===== src/hw/rtl/hs_pkg.sv =====
package hs_pkg;

  localparam int DEPTH = 64;
  localparam int VAL_W = 32;
  localparam int CNT_W = $clog2(DEPTH + 1);

  localparam logic [CNT_W-1:0] DEPTH_C = CNT_W'(DEPTH);

  // One value moving along the cell chain, or held in a cell.
  typedef struct packed {
    logic              valid;
    logic [VAL_W-1:0]  value;
  } hs_link_t;

  typedef enum logic [1:0] {
    ST_COLLECT,
    ST_SETTLE,
    ST_DRAIN
  } hs_state_t;

endpackage


===== src/hw/rtl/hs_cell.sv =====
module hs_cell
  import hs_pkg::*;
(
  input  logic     clk,
  input  logic     rst,
  input  logic     shift,
  input  hs_link_t rip_in,
  input  hs_link_t nbr_in,
  output hs_link_t rip_out,
  output hs_link_t held
);

  logic             slot_valid;
  logic [VAL_W-1:0] slot_value;
  logic             pass_valid;
  logic [VAL_W-1:0] pass_value;
  logic             keep_new;

  assign keep_new = $signed(rip_in.value) < $signed(slot_value);

  always_ff @(posedge clk) begin
    if (rst) begin
      slot_valid <= 1'b0;
      pass_valid <= 1'b0;
    end else if (shift) begin
      slot_valid <= nbr_in.valid;
      pass_valid <= 1'b0;
    end else if (rip_in.valid) begin
      slot_valid <= 1'b1;
      pass_valid <= slot_valid;
    end else begin
      pass_valid <= 1'b0;
    end
  end

  // Keep the smaller value, hand the larger one to the right; on shift, take the right neighbour's value.
  always_ff @(posedge clk) begin
    if (shift) begin
      slot_value <= nbr_in.value;
    end else if (rip_in.valid) begin
      if (!slot_valid || keep_new) begin
        slot_value <= rip_in.value;
      end
      pass_value <= keep_new ? slot_value : rip_in.value;
    end
  end

  assign rip_out.valid = pass_valid;
  assign rip_out.value = pass_value;
  assign held.valid    = slot_valid;
  assign held.value    = slot_value;

endmodule


===== config.mk =====
export PLATFORM = sky130hd
export DESIGN_NAME = hs_cell
export DESIGN_NICKNAME = d
export VERILOG_FILES = /design/src/hw/rtl/hs_pkg.sv /design/src/hw/rtl/hs_cell.sv
export SDC_FILE = /design/constraint.sdc
export NUM_CORES = 1
export LEC_CHECK = 0
export ABC_CLOCK_PERIOD_IN_PS = 3450
export BUFFER_PORTS_ARGS = -buffer_cell sky130_fd_sc_hd__buf_2
export CORE_MARGIN = 5
export CORE_UTILIZATION = 45
export DETAILED_ROUTE_END_ITERATION = 6
export GPL_TIMING_DRIVEN = 0
export PLACE_DENSITY = 0.79
export SLEW_MARGIN = 20
export SYNTH_ARGS = -nofsm -noshare
export SYNTH_HDL_FRONTEND = slang
export SYNTH_SLANG_ARGS = --single-unit

===== constraint.sdc =====
create_clock -name clk -period 3.45 [get_ports clk]
set_clock_uncertainty 0.1 [all_clocks]
set_input_delay 0.5175 -clock clk [delete_from_list [all_inputs] [get_ports clk]]
set_output_delay 0.5175 -clock clk [all_outputs]
set_load 0.03 [all_outputs]

==> results of run 1 <==
[sequential cells by signal, indices dropped and copies added, names as in the netlist]
register and count:
pass_value 32, slot_value 32, pass_valid 1, slot_valid 1
[kinds of logic (layout without fill, tap and decap cells)]
logic type      after synthesis  in the layout  synth area share, %
simple gates                 29             29                4.173
fa+ha+maj                    31             31                10.78
buf+inv                      41            191                5.111
flops                        66             66                54.52
other cells                   0              1                    0
mux                          64             64                20.03
compound gates               28             29                5.390
[synthesized netlist by cell type]
library cell,count
edfxtp_1,64
mux2_2,62
inv_1,32
ha_1,31
a21oi_1,13
nand2_1,7
nor2_1,7
buf_6,3
nand3_1,3
nand4_1,3
o21ai_0,3
a211o_1,2
a21o_1,2
and2_1,2
and4_1,2
buf_1,2
buf_4,2
clkbuf_1,2
dfxtp_1,2
mux2_1,2
nand2b_1,2
a211oi_2,1
a211oi_4,1
a221o_1,1
a221oi_1,1
a31oi_1,1
and3b_1,1
nor2b_1,1
o221ai_1,1
o22a_1,1
o22ai_1,1
or3_1,1
[layer usage]
| layer | vias to the layer above | wire [µm] | track usage (%) |
|---|---|---|---|
| li1 | 1260 | - | - |
| met1 | 1201 | 3525 | 21.02 |
| met2 | 88 | 4164 | 30.01 |
| met3 | 15 | 532 | 3.576 |
| met4 | 0 | 214 | 9.139 |
| met5 | - | 0 | 0 |
[stage by stage]
step	hold WS (ns)	cells	power (mW)	TNS, ns
global route	0.2301	513	2.467	0
CTS	0.2196	511	2.368	0
floorplan	0.4137	259	1.468	0
global placement	0.4394	494	1.639	-20.17
detailed placement	0.4486	495	1.662	-11.59
finish	0.2362	513	2.347	0
[worst max-delay path, delay by kind of cell, from the launching register on]
family | cells | cell delay [ns]
AOI/OAI and AO/OA | 6 | 1.84
adders and majority gates | 1 | 0.23
buffers and inverters | 2 | 0.31
DFF | 1 | 0.41
[where the power goes]
part	total (mW)	switching, mW	internal [mW]
registers	1.02	0.0345	0.982
logic	0.627	0.362	0.264
clock network	0.703	0.305	0.399
[layout make-up]
type / count / area, µm²
antenna: 1 / 2.502
buffer: 9 / 63.81
clock buffer: 9 / 123.9
clock inverter: 7 / 83.83
fill: 663 / 3112
inverter: 32 / 120.1
multi-input combinational: 153 / 1479
sequential: 66 / 1962
tap: 102 / 127.6
timing repair buffer: 134 / 693.2
[final timing paths]
kind,startpoint,depth (start not counted),end
max,slot_value[25]$_DFFE_PP_,9,slot_value[31]$_DFFE_PP_
min,rst,2,slot_valid$_SDFFE_PP0P_
min reg2reg,slot_valid$_SDFFE_PP0P_,1,pass_valid$_SDFF_PP0_
max reg2reg,slot_value[25]$_DFFE_PP_,9,slot_value[31]$_DFFE_PP_
[timing repair]
item,in CTS,in global routing
pin swaps,0,1
endpoints found under the hold margin,0,0
buffers inserted,0,0
setup endpoints to repair,32,32
resized for setup,1,0
gates cloned,0,1
==> run_results.csv, run 1 <==
group,metric,value,unit
die,die_area,0.009885,mm²
setup_path,cpPeakStageDelay,0.45,ns
place,dp_hpwl,6389,µm
yosys,yosys-top-cells-area,"edfxtp_1, mux2_2, ha_1",
clocking,cts_buffers,9,
yosys,seq_area_frac_synth,54.52,%
drt,viasPerCell,4.998,
finish,drive_gt1_share,53.41,%
die,rows,32,
setup_path,cp-start-kind,"flop",
yosys,ys_ff_latch,66,
clocking,clk_path_buf_depth,2,
setup_path,crit_slowest_cell,"o22a_2",
drt,wl,8435,µm
setup_path,critical_path.max_fanout,16,
place,place_congestion,0.8193,
die,die_h,99.43,µm
finish,final_core_util,59.94,%
yosys,syn_area,0.003598,mm²
yosys,synth_top_area_cell,"edfxtp_1",
clocking,htree_levels,3,
grt,grt_pass1_wl,13590,µm
setup_path,cp-end-kind,"flop",
drt,first_pass_iters,4,
power,p_leak,2.112,nW
hold_path,hp-class,"input pin to flop",
timing,finalMaxSlewViolations,0,
power,ir_drop,327.1,µV
timing,rsz0062_at_grt,"no",
grt,antenna_found_initial,1,
timing,fmax,0.3081,GHz
place,postPlaceCellArea,0.004428,mm²
finish,layout_commonest_cell,"buf_2",
yosys,yosysTopAreaCellShare,53.41,%
status,status,"completed",
timing,hold_viol_final,0,
grt,grt_overflow,0,
clocking,hold_buffers,0,
timing,worst_pin_slew,0.6545,ns
yosys,yosysWarnings,0,
place,port_buffers,133,
clocking,clk_pin_slew_worst_paths,0.08,ns
die,dieWidth,99.43,µm
setup_path,crit_arrival,3.13,ns
setup_path,reg2reg_setup_slack,0.20,ns
setup_path,required,3.33,ns
drt,num_vias,2564,
power,power_density,504.1,mW/mm²
timing,setup_viol,0,
drt,detail_route.iter0.violations,72,
die,pin_count,135,
finish,synthToLayoutAreaGrowth,29.38,%
finish,finalInstanceArea,0.004656,mm²
drt,drc,0,
yosys,synth_area_per_cell,13.89,µm²
drt,antenna_left,0,
clocking,root_buffer,"clkbuf_8",
drt,avgRoutedWirePerCell,16.44,µm
clocking,cts_tree,"built",
timing,period_minus_slack,3.245,ns
finish,final_cell_mix,"buf_2, edfxtp_1, mux2_2",
clocking,clk_latency,0.34,ns
die,start_util,46.33,%
grt,grt_usage,17.63,%
yosys,synthesis.nets,359,
timing,period_share,94.07,%
run,maxCapViolations,0,
die,core-area,0.007767,mm²
grt,grt_pass1_vias,2756,
yosys,syn_inst,259,
setup_path,worstPathCellList,"inv_1, ha_1, a21o_1, a221o_1, a211oi_2, o22ai_1, a211oi_4, buf_6, o22a_2",
grt,grt_max_degree,33,
setup_path,critical_path_class,"flop to flop",
timing,relSlewSlack,56.37,%
finish,final_nets,505,
yosys,synth_cell_type_count,32,
timing,worst_slack,0.2047,ns
place,pre_cts_slack,-0.3638,ns
clocking,cts.sinks,66,
No activity file was read; power rests on OpenSTA's default activity.
==> run 2: changes to the inputs <==
--- a/config.mk
+++ b/config.mk
@@ -5,13 +5,14 @@
 export SDC_FILE = /design/constraint.sdc
 export NUM_CORES = 1
 export LEC_CHECK = 0
-export ABC_CLOCK_PERIOD_IN_PS = 3450
 export BUFFER_PORTS_ARGS = -buffer_cell sky130_fd_sc_hd__buf_2
 export CORE_MARGIN = 5
-export CORE_UTILIZATION = 45
+export CORE_UTILIZATION = 46
+export CTS_BUF_LIST = sky130_fd_sc_hd__clkbuf_4
+export CTS_CLUSTER_DIAMETER = 60
 export DETAILED_ROUTE_END_ITERATION = 6
 export GPL_TIMING_DRIVEN = 0
-export PLACE_DENSITY = 0.79
+export PLACE_DENSITY = 0.8
 export SLEW_MARGIN = 20
 export SYNTH_ARGS = -nofsm -noshare
 export SYNTH_HDL_FRONTEND = slang
==> run 2 against run 1 <==
  * Fmax fell by 0.21%
  * Global-route usage fell by 0.39 points
  * Clock-buffer cell count rose by 3
  * Largest cell class unchanged
==> run_results.csv, run 2 (synthesized netlist as in run 1, its figures left out) <==
group,metric,value,unit
finish,antenna_cells,0,
run,maxCapViolations,0,
finish,reg_top3,"pass_value (32), slot_value (32)",
power,total_power,2.155,mW
setup_path,crit_buf_inv,2,
finish,seqCellArea,0.001962,mm²
grt,grt_max_degree,33,
power,p_leak,2.087,nW
finish,final_cell_mix,"buf_2, edfxtp_1, mux2_2",
power,power_density,470.8,mW/mm²
place,port_buffers,133,
setup_path,critical_path.max_fanout,16,
clocking,htree_levels,3,
die,start_util,46.81,%
place,dpl.cell_count,495,
finish,drive_gt1_share,53.66,%
drt,drc,0,
timing,worst_pin_slew,0.6609,ns
die,rows,32,
power,internal_power,1.486,mW
clocking,cts.sinks,66,
timing,hold_viol_final,0,
status,status,"completed",
setup_path,critical_path_class,"flop to flop",
finish,layout_commonest_cell,"buf_2",
die,pin_count,135,
power,p_sw,668.9,µW
power,clkPwrFrac,23.9,%
grt,grt_pass1_wl,13080,µm
die,dieWidth,98.45,µm
setup_path,cp-end-kind,"flop",
setup_path,worstPathCellList,"inv_1, ha_1, a211o_1, a31oi_1, o221ai_1, a211o_1, a211oi_4, buf_6, o22a_2",
clocking,postCtsSetupBuffers,0,
clocking,clk_path_buf_depth,2,
drt,wl,8379,µm
grt,grt_overflow,0,
timing,rsz0062_at_grt,"no",
clocking,cts_tree,"built",
finish,final_nets,505,
grt,grt_pass1_vias,2725,
drt,num_vias,2568,
grt,antenna_found_initial,0,
die,die_area,0.009691,mm²
setup_path,required,3.41,ns
timing,relSlewSlack,55.94,%
grt,grt_usage,17.24,%
power,sw_frac_of_total,31.04,%
timing,period_share,94.27,%
place,pre_cts_slack,-0.3985,ns
timing,finalSetupTns,0,ns
drt,first_pass_iters,4,
finish,finalInstanceArea,0.004578,mm²
finish,multi_input_area,0.001479,mm²
finish,fin_cells,512,
setup_path,crit_slowest_cell,"o22a_2",
drt,antenna_left,0,
setup_path,cp-start-kind,"flop",
finish,final_core_util,59.55,%
power,p_comb_share,29.0,%
setup_path,crit_top_cell,"a211o_1",
die,core-area,0.007687,mm²
clocking,hold_buffers,0,
setup_path,crit_family,"compound AO/OA/AOI/OAI gates",
place,postPlaceCellArea,0.004428,mm²
clocking,clk_latency,0.41,ns
power,ir_drop,211.9,µV
clocking,root_buffer,"clkbuf_4",
clocking,clk_pin_slew_worst_paths,0.10,ns
timing,hold_ws,0.1643,ns
clocking,cts_buffers,9,
setup_path,cpPeakStageDelay,0.46,ns
finish,nFillCells,659,
die,die_h,98.45,µm
timing,finalMaxSlewViolations,0,
power,seq_power_share,47.1,%
drt,viasPerCell,5.016,
timing,fmax,0.3075,GHz
timing,setup_viol,0,
drt,detail_route.iter0.violations,56,
timing,worst_slack,0.1978,ns
place,dp_hpwl,6242,µm
finish,synthToLayoutAreaGrowth,27.23,%
setup_path,crit_arrival,3.21,ns
timing,period_minus_slack,3.252,ns
hold_path,hp-class,"input pin to flop",
place,place_congestion,0.8156,
drt,avgRoutedWirePerCell,16.37,µm
run 2: cell count changes in the layout (fill, tap and decap cells not counted):
cell        change
diode_2         -1
clkbuf_4       +12
clkinvlp_4      -1
clkinv_1        -1
bufinv_16       -1
clkbuf_8        -9
run 2: per-layer routing:
metal | share of wire [%] | track usage, % | routed length [µm]
met2 | 50 | 29.54 | 4216
met5 | 0 | 0 | 0
met4 | 2.3 | 7.458 | 191
met3 | 5.8 | 5.166 | 488
met1 | 42 | 20.00 | 3483
run 2: timing repair:
action	CTS	global route
endpoints found under the setup margin	32	32
cloned	0	1
pin swaps	0	1
resized for setup	1	0
run 2: layout make-up:
type / count / area share (%)
repair buffers: 134 / 15.14
clock inverters: 4 / 0.9292
clock buffers: 12 / 1.968
plain buffers: 9 / 1.394
inverters: 32 / 2.624
flip-flops and latches: 66 / 42.85
multi-input cells: 153 / 32.30
well taps: 102 / 2.788
run 2: path summary, 6_finish.rpt:
| path | slack [ns] | endpoint | start | depth (start not counted) |
|---|---|---|---|---|
| setup / recovery | 0.20 | slot_value[19]$_DFFE_PP_ | slot_value[2]$_DFFE_PP_ | 9 |
| hold / removal | 0.16 | slot_valid$_SDFFE_PP0P_ | rst | 2 |
| setup reg to reg | 0.20 | slot_value[19]$_DFFE_PP_ | slot_value[2]$_DFFE_PP_ | 9 |
| hold reg to reg | 0.45 | pass_valid$_SDFF_PP0_ | slot_valid$_SDFFE_PP0P_ | 1 |
run 2: power by group through the flow:
stage                     logic (mW)  clock network (mW)  registers (mW)
after floorplan                0.296                   0            1.17
after global placement         0.605                   0            1.03
after detailed placement       0.626                   0            1.04
after CTS                      0.631               0.529            1.02
after global routing           0.681               0.571            1.02
final                          0.625               0.515            1.02
